===== src/design/ufe_pkg.sv =====
// Package for the union-find engine: element and size types, index helpers,
// and the command and status structs between the controller and the datapath.
// No dependencies.
package ufe_pkg;

  localparam int NumElements = 1024;
  localparam int IdxW        = $clog2(NumElements);
  localparam int OpW         = 10;
  localparam int SizeW       = 11;

  typedef logic [IdxW-1:0]  idx_t;
  typedef logic [OpW-1:0]   op_t;
  typedef logic [SizeW-1:0] size_t;

  typedef struct packed {
    logic clr;
    logic load;
    logic sel_b;
    logic fin_b;
    logic walk;
    logic halve;
    logic size_b;
    logic out_one;
    logic attach;
  } ufe_cmd_t;

  typedef struct packed {
    logic is_root;
    logic join_req;
    logic clr_last;
  } ufe_stat_t;

  // Element indices wrap modulo the table depth.
  function automatic idx_t wrap_idx(op_t op);
    logic [OpW+IdxW-1:0] w;
    w = {{IdxW{1'b0}}, op};
    return idx_t'(w % NumElements);
  endfunction

  function automatic op_t to_op(idx_t idx);
    logic [OpW+IdxW-1:0] w;
    w = {{OpW{1'b0}}, idx};
    return w[OpW-1:0];
  endfunction

endpackage


===== src/design/ufe_ctrl.sv =====
// Controller of the union-find engine: sequences the clearing pass, the two
// root walks with path halving and the size update. Depends on ufe_pkg.
module ufe_ctrl (
  input  logic               clk_i,
  input  logic               rst_ni,
  input  logic               start_i,
  output logic               busy_o,
  input  ufe_pkg::ufe_stat_t stat_i,
  output ufe_pkg::ufe_cmd_t  cmd_o
);
  import ufe_pkg::*;

  localparam logic [2:0] StClear = 3'd0;
  localparam logic [2:0] StIdle  = 3'd1;
  localparam logic [2:0] StChkP  = 3'd2;
  localparam logic [2:0] StChkG  = 3'd3;
  localparam logic [2:0] StSzA   = 3'd4;
  localparam logic [2:0] StSzB   = 3'd5;

  logic [2:0] state_q, state_d;
  logic       phase_b_q, phase_b_d;

  always_comb begin
    cmd_o     = '0;
    state_d   = state_q;
    phase_b_d = phase_b_q;
    case (state_q)
      StClear: begin
        cmd_o.clr = 1'b1;
        if (stat_i.clr_last) begin
          state_d = StIdle;
        end
      end
      StIdle: begin
        if (start_i) begin
          cmd_o.load = 1'b1;
          phase_b_d  = 1'b0;
          state_d    = StChkP;
        end
      end
      StChkP: begin
        if (!stat_i.is_root) begin
          cmd_o.walk = 1'b1;
          state_d    = StChkG;
        end else if (!phase_b_q) begin
          cmd_o.sel_b = 1'b1;
          phase_b_d   = 1'b1;
        end else begin
          cmd_o.fin_b = 1'b1;
          state_d     = StSzA;
        end
      end
      StChkG: begin
        cmd_o.halve = 1'b1;
        state_d     = StChkP;
      end
      StSzA: begin
        cmd_o.size_b = 1'b1;
        if (stat_i.join_req) begin
          state_d = StSzB;
        end else begin
          cmd_o.out_one = 1'b1;
          state_d       = StIdle;
        end
      end
      StSzB: begin
        cmd_o.attach = 1'b1;
        state_d      = StIdle;
      end
      default: begin
        state_d = StIdle;
      end
    endcase
  end

  always_ff @(posedge clk_i or negedge rst_ni) begin
    if (!rst_ni) begin
      state_q   <= StClear;
      phase_b_q <= 1'b0;
    end else begin
      state_q   <= state_d;
      phase_b_q <= phase_b_d;
    end
  end

  assign busy_o = (state_q != StIdle);

endmodule


===== config.mk =====
export PLATFORM = sky130hd
export DESIGN_NAME = ufe_ctrl
export DESIGN_NICKNAME = d
export VERILOG_FILES = /design/src/design/ufe_pkg.sv /design/src/design/ufe_ctrl.sv
export SDC_FILE = /design/constraint.sdc
export NUM_CORES = 1
export LEC_CHECK = 0
export BUFFER_PORTS_ARGS = -buffer_cell sky130_fd_sc_hd__buf_2
export CAP_MARGIN = 20
export CORE_AREA = 2 2 39 41
export CTS_BUF_LIST = sky130_fd_sc_hd__clkbuf_8
export DETAILED_ROUTE_END_ITERATION = 6
export DIE_AREA = 0 0 41 43
export PLACE_DENSITY_LB_ADDON = 0.08
export SLEW_MARGIN = 20
export SYNTH_ARGS = -nofsm -noshare
export SYNTH_HDL_FRONTEND = slang
export SYNTH_SLANG_ARGS = --single-unit

===== constraint.sdc =====
create_clock -name clk_i -period 1.3 [get_ports clk_i]
set_input_delay 0.26 -clock clk_i [delete_from_list [all_inputs] [get_ports clk_i]]
set_output_delay 0.26 -clock clk_i [all_outputs]
set_load 0.005 [all_outputs]

### Word-level counts from Yosys, hierarchy flattened

Cells that the tools add are included.

| word-level totals | value |
|---|---|
| memories | 0 |
| output and inout port bits | 10 |
| bits in read-only memories | 0 |
| word-level logic and storage cells | 37 |
| register bits | 4 |
| RAM bits | 0 |
| bits in latches | 0 |

| operators by class | value |
|---|---|
| muxes and demuxes | 21 |
| $add $sub $neg | 0 |
| divide/modulo/power cells | 0 |
| bitwise gates (word level) | 0 |
| equal/unequal tests | 10 |
| multipliers | 0 |
| shift operators | 0 |
| order comparisons | 0 |
| reduce and logical (&&, ||, !) cells | 4 |

Operators with widths:

| cell | count |
|---|---|
| 2-to-1 mux 3 bit | 6 |
| one-hot mux 3 bit (5 select lines) | 1 |
| 2-to-1 mux 1 bit | 11 |
| equality test 3 x 2 -> 1 bit (second input constant) | 2 |
| equality test 3 bit (second input constant) | 2 |
| != test 2 bit (second input constant) | 3 |
| AND reduction 3 bit | 2 |
| 2-to-1 mux 2 bit | 2 |
| equality test 3 x 1 -> 1 bit (second input constant) | 1 |
| zero test 3 bit | 1 |
| != test 3 x 1 -> 1 bit (second input constant) | 1 |
| != test 3 bit (second input constant) | 1 |
| one-hot mux 1 bit (2 select lines) | 1 |
| nonzero test 2 bit | 1 |

### Logic depth before layout (Yosys ltp)

Gate-level depths: netlist (run 1).

| depth | value |
|---|---|
| depth in word-level cells | 3 |
| gate-level depth with buffers | 4 |
| gate-level depth less buffers | 3 |

### Worst setup path after synthesis (run 1)

No wires, ideal clock.

| timing path | value |
|---|---|
| kind | flip-flop to output port |
| start point | register state_q[2] |
| end point | output port busy_o |
| data required time | 1.040 ns |
| stages on the path, launching flop included | 3 |
| arrival | 0.871 ns |
| setup slack | 0.169 ns |
| cell sequence | dfrtp_1 > buf_4 > or3_1 |

| between the ends | value |
|---|---|
| word-level cells in the longest chain between the ends | 1 |

Ends and longest elaborated chain:

| what | line | RTL |
|---|---|---|
| start, declared | ufe_ctrl.sv:20 | `logic [2:0] state_q, state_d;` |
| start signal, assigned | ufe_ctrl.sv:78 | `state_q <= StClear;` |
| start signal, assigned | ufe_ctrl.sv:81 | `state_q <= state_d;` |
| != test 3 x 1 -> 1 bit | ufe_ctrl.sv:86 | `assign busy_o = (state_q != StIdle);` |
| end, declared | ufe_ctrl.sv:7 | `output logic busy_o,` |

No other way between the ends.

### Final worst setup path (run 1)

Same ends and word-level chain as after synthesis.

==> results of run 1 <==
[synthesized netlist by cell type]
master / instances / area [um^2]
a21oi_1: 3 / 15.01
buf_4: 2 / 15.01
nor2_1: 7 / 26.28
and3b_1: 1 / 8.760
a31oi_1: 1 / 6.260
o21ai_0: 2 / 10.01
mux2i_1: 1 / 10.01
nor2b_4: 1 / 13.76
nor3_1: 2 / 10.01
nor3_2: 3 / 30.03
inv_4: 1 / 6.260
nor3b_1: 1 / 7.510
or3_1: 1 / 6.260
buf_6: 1 / 11.26
nand2b_1: 1 / 6.260
inv_1: 1 / 3.750
dfrtp_1: 4 / 100.1
nand2_1: 3 / 11.26
[registers in the layout, indices dropped and copies added, names as in the netlist]
signal     cells
phase_b_q      1
state_q        3
[power by group through the flow]
stage / logic (mW) / clock network [mW] / registers, mW
global placement: 0.452 / 0 / 0.279
global route: 0.722 / 0.285 / 0.292
CTS: 0.620 / 0.273 / 0.276
finish: 0.662 / 0.267 / 0.284
detailed placement: 0.449 / 0 / 0.281
floorplan: 0.394 / 0 / 0.210
[worst min path at each step]
stage / from / endpoint / slack (ns) / cells after the start
finish: start_i / state_q[1] / 0.33 / 3
global route: start_i / state_q[1] / 0.34 / 3
CTS: stat_i[0] / state_q[0] / 0.33 / 3
detailed placement: rst_ni / state_q[0] / 0.07 / 1
global placement: rst_ni / state_q[0] / 0.07 / 1
floorplan: rst_ni / phase_b_q / -0.04 / 0
[area by class of cell]
type | count | area share
sequential | 4 | 0.1948
inverter | 2 | 0.01900
timing repair buffer | 26 | 0.3112
tap | 16 | 0.03800
multi-input combinational | 27 | 0.3587
clock buffer | 3 | 0.07838
[layer usage]
metal  track usage  vias up  share of wire  routed length [um]
met5             0        -              0                   0
met4        0.1200        0          0.019                  18
met3       0.05236        2          0.082                  77
met2        0.1938       16           0.54                 506
met1        0.1161      166           0.36                 340
li1              -      172              -                   -
[stage by stage]
| step | hold slack, ns | setup TNS, ns |
|---|---|---|
| floorplan | -0.03559 | 0 |
| global placement | 0.06974 | 0 |
| global route | 0.3421 | -1.143 |
| CTS | 0.3327 | -0.6150 |
| detailed placement | 0.07217 | 0 |
| finish | 0.3302 | -0.6285 |
[placed cells by master (no fill, tap or decap), types with 2 or more instances in the layout]
| master | instances |
|---|---|
| nor2_1 | 5 |
| buf_6 | 2 |
| a21oi_1 | 3 |
| o21ai_0 | 2 |
| nand2_2 | 2 |
| clkbuf_8 | 3 |
| nor2_2 | 2 |
| nor3_2 | 4 |
| dfrtp_1 | 2 |
| dfrtp_2 | 2 |
| buf_2 | 15 |
| buf_4 | 7 |
[critical path, stage by stage (launching register included)]
cell and delay, ns:
dfrtp_2 0.45, or3_1 0.35, buf_2 0.13
[cell families after synthesis]
logic type / after synthesis
flops: 4
compound gates: 6
mux: 1
buf+inv: 5
simple gates: 20
[timing repair]
action / CTS / global route
hold buffers: 1 / 0
endpoints found under the hold margin: 4 / 0
pin swaps: 3 / 3
setup endpoints to repair: 10 / 10
resized for setup: 9 / 4
buffers inserted: 6 / 2
==> impl_metrics.toml, run 1 <==
[sta]
setup_ws_ns = -0.1069
finClkSkew_ns = 0.0006298
drv_slew = 0
tightest_slew_ns = 0.2007
fmax_mhz = 710.8
slew_headroom = 0.8662
setup_viol = 10
rsz0062_at_grt = "yes"
hold_viol_final = 0
post-route-min-period_ns = 1.407
period_share = 1.082

[detailed_routing]
wl_per_cell_um = 12.08
drt_iter0_drc = 3
drt-total-wl_um = 942
viasPerCell = 4.564
drc = 0
route.vias.total = 356
ant_nets = 0
first_pass_iters = 4

[placed_design]
portBuffers = 15
placed_cell_area_um2 = 381.6
dpl_worst_slack_ns = 0.03800
dp_hpwl_um = 591.8
gp_congestion = 0.7420
dpl.cell_count = 66

[logic_synthesis]
synth_fp_nets = 42
synthCells = 36
synth-compound-area-share = 0.1050
synth-simple-area-share = 0.4034
yosys.area_share.adder = 0
synth_seq_cells = 4
synth_area_um2 = 297.8
seq_area_frac_synth = 0.3361
avgSynthCellArea_um2 = 8.272
synth_top_family_by_area = "simple AND/OR/NAND/NOR gates"
synth_mux_area_frac = 0.03361
yosysWarnings = 0
synth_cell_type_count = 18
synth-xor-area-share = 0

[setup_path]
crit_end = "busy_o"
startpoint_type = "flop"
r2r_start = "state_q[2]"
worstRegToRegCells = 5
cp_data_required_time_ns = 1.04
critPathMaxFanout = 6
end_kind = "output port"
reg2reg_to = "state_q[2]"
setup.worst_path.start = "state_q[2]"
crit_type = "reg2out"
reg2reg_slack_ns = 0.08
arrival_ns = 1.15

[die]
die_x_um = 41
core_um2 = 1384
die_height_um = 43
placementRows = 14
fp.dieArea_um2 = 1763
ioPinCount = 16
start_util = 0.2152

[power_and_ir_drop]
peakVddDrop_mv = 0.7752
swShare = 0.3788
p_leak_nw = 0.2755
clkPwrFrac = 0.220
combPwrFrac = 0.545
power_mw = 1.214
power_density_nw_per_um2 = 2304
seqPwrFrac = 0.234
power.internal_mw = 0.7538
switching_power_mw = 0.4597

[layout]
antennaDiodeCount = 0
utilization = 0.3807
drive_gt1_frac = 0.6613
final_nets = 70
fin_area_um2 = 526.8
syn_to_final_growth_pct = 76.89
seqCellArea_um2 = 102.6
n_fill_cell = 148
layout.cells.non_filler = 78
multi_input_area_um2 = 188.9

[cts]
clockRootBuffer = "clkbuf_8"
cts_buffer_depth = 2
clkTransAtPathRegs_ns = 0.03
insertion_delay_ns = 0.22
cts_tree = "built"
cts.sinks = 4
htree_levels = 1
cts_buffers = 3

[grt]
grt_overflow = 0
grt_usage = 0.1266
grt_pass1_wl_mm = 1.386
grt_pass1_vias = 335
antenna_found_initial = 0
grt_max_degree = 8

[flow_run]
maxCapViolations = 0

[run_status]
outcome = "complete, but fails checks"
violations = "negative setup slack"

[worst_hold_path]
hp-class = "in2reg"
(Power assumes the default switching activity.)
==> inputs of run 2 (changes only) <==
--- a/config.mk
+++ b/config.mk
@@ -12,6 +12,7 @@
 export DETAILED_ROUTE_END_ITERATION = 6
 export DIE_AREA = 0 0 41 43
 export PLACE_DENSITY_LB_ADDON = 0.08
+export SKIP_LAST_GASP = 1
 export SLEW_MARGIN = 20
 export SYNTH_ARGS = -nofsm -noshare
 export SYNTH_HDL_FRONTEND = slang
==> constraint.sdc (replaced) <==
create_clock -name clk_i -period 1.65 [get_ports clk_i]
set_input_delay 0.33 -clock clk_i [delete_from_list [all_inputs] [get_ports clk_i]]
set_output_delay 0.33 -clock clk_i [all_outputs]
set_load 0.005 [all_outputs]
==> run 2 against run 1 <==
The flow now finishes without violations. Count of clock-buffer cells in the layout did not move. Critical path depth did not move. Routed wire length shrank 16%. Clock skew grew 0.0011 ns. Global-route usage fell by 1.3 points. Non-clock buffer count decreased by 9. Cell count fell by 12%. Design area fell by 19%. Critical endpoint unchanged.
==> impl_metrics.toml, run 2 (synthesis gave the netlist of run 1 again) <==
[run_status]
outcome = "complete, no violations"

[detailed_routing]
first_pass_iters = 2
drc = 0
route.vias.total = 300
viasPerCell = 4.348
drt_iter0_drc = 3
wl_per_cell_um = 11.43
drt-total-wl_um = 789
ant_nets = 0

[setup_path]
crit_end = "busy_o"
startpoint_type = "flop"
r2r_start = "state_q[2]"
reg2reg_to = "state_q[2]"
arrival_ns = 1.22
setup.worst_path.start = "state_q[2]"
cp_data_required_time_ns = 1.32
crit_type = "reg2out"
critPathMaxFanout = 9
reg2reg_slack_ns = 0.62
worstRegToRegCells = 3
end_kind = "output port"

[sta]
period_share = 0.9370
hold_viol_final = 0
slew_headroom = 0.7895
fmax_mhz = 646.8
rsz0062_at_grt = "no"
drv_slew = 0
finalSetupTns_ns = 0
setup_viol = 0
tightest_slew_ns = 0.3158
finClkSkew_ns = 0.001703
post-route-min-period_ns = 1.546
hold-worst-slack_ns = 0.4218

[cts]
clkTransAtPathRegs_ns = 0.03
clockRootBuffer = "clkbuf_8"
cts_tree = "built"
cts.sinks = 4
cts_buffer_depth = 2
insertion_delay_ns = 0.22
cts_buffers = 3
htree_levels = 1

[die]
start_util = 0.2152
fp.dieArea_um2 = 1763
core_um2 = 1384
die_height_um = 43
ioPinCount = 16
placementRows = 14
die_x_um = 41

[power_and_ir_drop]
power_mw = 0.7753
power.internal_mw = 0.4695
clkPwrFrac = 0.271
combPwrFrac = 0.418
seqPwrFrac = 0.311
switching_power_mw = 0.3058
swShare = 0.3944
peakVddDrop_mv = 0.5449
power_density_nw_per_um2 = 1817
p_leak_nw = 0.2248

[placed_design]
portBuffers = 15
dp_hpwl_um = 585.4
placed_cell_area_um2 = 374.1
gp_congestion = 0.7628

[layout]
fin_area_um2 = 426.7
syn_to_final_growth_pct = 43.28
biggestRegsByFlops = "state_q: 3 flops, phase_b_q: 1 flops"
final_common_cell = "buf_2"
max_flop_register = "state_q"
largest_reg_flops = 3
utilization = 0.3083
layout_common_cells = "15 x buf_2, 7 x nor2_1"
drive_gt1_frac = 0.4717
antennaDiodeCount = 0
final_nets = 61

[grt]
grt_max_degree = 11
antenna_found_initial = 0
grt_pass1_vias = 316
grt_overflow = 0
grt_usage = 0.1135
grt_pass1_wl_mm = 1.345

[worst_hold_path]
hp-class = "in2reg"
hp-start = "start_i"
whs_path_depth = 3

[flow_run]
maxCapViolations = 0
==> run 2: worst max-delay path, stage by stage, from the launching register on <==
cell     delay [ns]
dfrtp_1        0.48
or3_1          0.39
buf_2          0.13
==> run 2: cell type report <==
cell class	count	area, um^2
tap	16	20.02
multi-input combinational	27	161.4
sequential	4	101.3
timing repair buffer	17	92.59
fill	154	957.2
inverter	2	10.01
clock buffer	3	41.29
==> run 2: power groups by stage <==
| stage | logic (mW) | registers [mW] | clock network, mW |
|---|---|---|---|
| finish | 0.324 | 0.241 | 0.210 |
| global placement | 0.329 | 0.234 | 0 |
| CTS | 0.331 | 0.237 | 0.220 |
| floorplan | 0.311 | 0.165 | 0 |
| global route | 0.374 | 0.255 | 0.229 |
| detailed placement | 0.330 | 0.233 | 0 |
==> run 2: timing repair <==
item / 4_1_cts / 5_1_grt
setup buffers: 0 / 0
hold endpoints to repair: 4 / 0
resized for setup: 0 / 1
hold buffers: 1 / 0
setup endpoints to repair: 0 / 3
==> run 2: layer usage <==
metal / global-route usage / wire [um]
met5: 0 / 0
met3: 0.005236 / 31
met4: 0.1000 / 0
met2: 0.1563 / 394
met1: 0.1511 / 363
==> run 2: through the flow <==
stage | instances | setup WS, ns
2_1_floorplan | 36 | 0.4490
3_3_place_gp | 65 | 0.2774
3_5_place_dp | 65 | 0.2837
4_1_cts | 69 | 0.02152
5_1_grt | 69 | 0.01040
6_report | 69 | 0.1040
==> run 2: how the worst min path moves through the flow <==
| stage | endpoint | slack, ns |
|---|---|---|
| 6_report | state_q[1] | 0.42 |
| 3_5_place_dp | state_q[0] | 0.14 |
| 2_1_floorplan | phase_b_q | 0.03 |
| 5_1_grt | state_q[1] | 0.45 |
| 3_3_place_gp | state_q[0] | 0.14 |
| 4_1_cts | state_q[2] | 0.42 |
==> inputs of run 3 (changes only) <==
--- a/config.mk
+++ b/config.mk
@@ -11,6 +11,7 @@
 export CTS_BUF_LIST = sky130_fd_sc_hd__clkbuf_8
 export DETAILED_ROUTE_END_ITERATION = 6
 export DIE_AREA = 0 0 41 43
+export MAX_ROUTING_LAYER = met4
 export PLACE_DENSITY_LB_ADDON = 0.08
 export SKIP_LAST_GASP = 1
 export SLEW_MARGIN = 20
==> run 3 against run 2 <==
Critical path depth stayed put. Sequential share of layout area unchanged. Cell count did not move. Worst setup slack about the same. Core utilization did not move. Design area unchanged. Combinational power barely moved. Highest routed layer unchanged. Count of clock-buffer cells in the layout is the same.
==> impl_metrics.toml, run 3 (synthesis gave the netlist of run 1 again) <==
[detailed_routing]
viasPerCell = 4.348
drt_iter0_drc = 3
wl_per_cell_um = 11.43
drc = 0
first_pass_iters = 2
ant_nets = 0
drt-total-wl_um = 789
route.vias.total = 300

[placed_design]
dpl.cell_count = 65
gp_congestion = 0.7728
portBuffers = 15
placed_cell_area_um2 = 374.1
dp_hpwl_um = 585.4

[layout]
layout.cells.non_filler = 69
syn_to_final_growth_pct = 43.28
final_common_cell = "buf_2"
max_flop_register = "state_q"
antennaDiodeCount = 0
n_fill_cell = 154
largest_reg_flops = 3
final_nets = 61
drive_gt1_frac = 0.4717
layout_common_cells = "15 x buf_2, 7 x nor2_1"
fin_area_um2 = 426.7
biggestRegsByFlops = "state_q: 3 flops, phase_b_q: 1 flops"

[setup_path]
critPathMaxFanout = 9
crit_buf_inv = 1
worstRegToRegCells = 3
startpoint_type = "flop"
crit_type = "reg2out"
end_kind = "output port"
max_stage_delay_ns = 0.48
cp.depth = 2
arrival_ns = 1.22
r2r_start = "state_q[2]"
cp_top_family = "flip-flops"
critical-path-slowest-cell = "dfrtp_1"
reg2reg_to = "state_q[2]"
cp_data_required_time_ns = 1.32
path_cells = "or3_1, buf_2"
reg2reg_slack_ns = 0.62

[worst_hold_path]
hp-class = "in2reg"
whs_path_depth = 3
hp-start = "start_i"
hold_path_end = "state_q[1]"

[cts]
clockRootBuffer = "clkbuf_8"
cts_buffer_depth = 2
cts_setup_buffers = 0
htree_levels = 1
clkTransAtPathRegs_ns = 0.03
cts_buffers = 3
cts_tree = "built"
cts.sinks = 4
insertion_delay_ns = 0.22

[power_and_ir_drop]
peakVddDrop_mv = 0.5445
power_mw = 0.7752
power_density_nw_per_um2 = 1817
p_leak_nw = 0.2248

[grt]
grt_overflow = 0
antenna_found_initial = 0
grt_usage = 0.1163
grt_max_degree = 11
grt_pass1_vias = 316
grt_pass1_wl_mm = 1.345

[sta]
finalSetupTns_ns = 0
setup_viol = 0
tightest_slew_ns = 0.3158
hold-worst-slack_ns = 0.4218
hold_viol_final = 0
slew_headroom = 0.7895
finClkSkew_ns = 0.001703
drv_slew = 0
fmax_mhz = 646.8
rsz0062_at_grt = "no"
period_share = 0.9370
post-route-min-period_ns = 1.546

[die]
placementRows = 14
core_um2 = 1384
die_x_um = 41
fp.dieArea_um2 = 1763
die_height_um = 43
ioPinCount = 16
start_util = 0.2152

[flow_run]
maxCapViolations = 0

[run_status]
outcome = "complete, no violations"
-- run 3: what timing repair did --
action                                 4_1_cts  5_1_grt
endpoints found under the hold margin        4        0
hold buffers                                 1        0
setup endpoints to repair                    0        3
gates resized for setup                      0        1
-- run 3: layer usage --
metal / part of all wire / global-route usage / vias up
met1: 0.46 / 0.1543 / 139
met3: 0.038 / 0 / 0
met4: 0 / 0.1000 / 0
li1: - / - / 153
met2: 0.50 / 0.1563 / 8
met5: 0 / - / -
-- run 3: final cells by class --
| class | count | area (um^2) | area share |
|---|---|---|---|
| Sequential cell | 4 | 101.3 | 0.2375 |
| Timing Repair Buffer | 17 | 92.59 | 0.2170 |
| Inverter | 2 | 10.01 | 0.02346 |
| Multi-Input combinational cell | 27 | 161.4 | 0.3783 |
| Tap cell | 16 | 20.02 | 0.04692 |
| Clock buffer | 3 | 41.29 | 0.09677 |
-- run 3: stage by stage --
stage,setup slack [ns],utilization
finish,0.1040,0.3083
global route,0.01040,0.3083
CTS,0.02152,0.3074
detailed placement,0.2837,0.2703
global placement,0.2774,0.2703
floorplan,0.4490,-
-- run 3: power breakdown --
group / internal, mW / switching (mW)
Combinational: 0.169 / 0.155
Clock: 0.156 / 0.0543
Sequential: 0.145 / 0.0961
Total: 0.470 / 0.306
-- run 3: how the worst max path moves through the flow --
| stage | slack [ns] | endpoint | start |
|---|---|---|---|
| floorplan | 0.45 | busy_o | state_q[2] |
| global placement | 0.28 | cmd_o[6] | state_q[1] |
| detailed placement | 0.28 | cmd_o[6] | state_q[1] |
| CTS | 0.02 | cmd_o[6] | state_q[1] |
| global route | 0.01 | cmd_o[6] | state_q[1] |
| finish | 0.10 | busy_o | state_q[2] |
-- run 3: tightest hold or removal path: cells and delay by family --
kind	cells	cell delay, ns
buffers and inverters	1	0.10
AND/OR/NAND/NOR	1	0.09
AO/OA/AOI/OAI	1	0.07
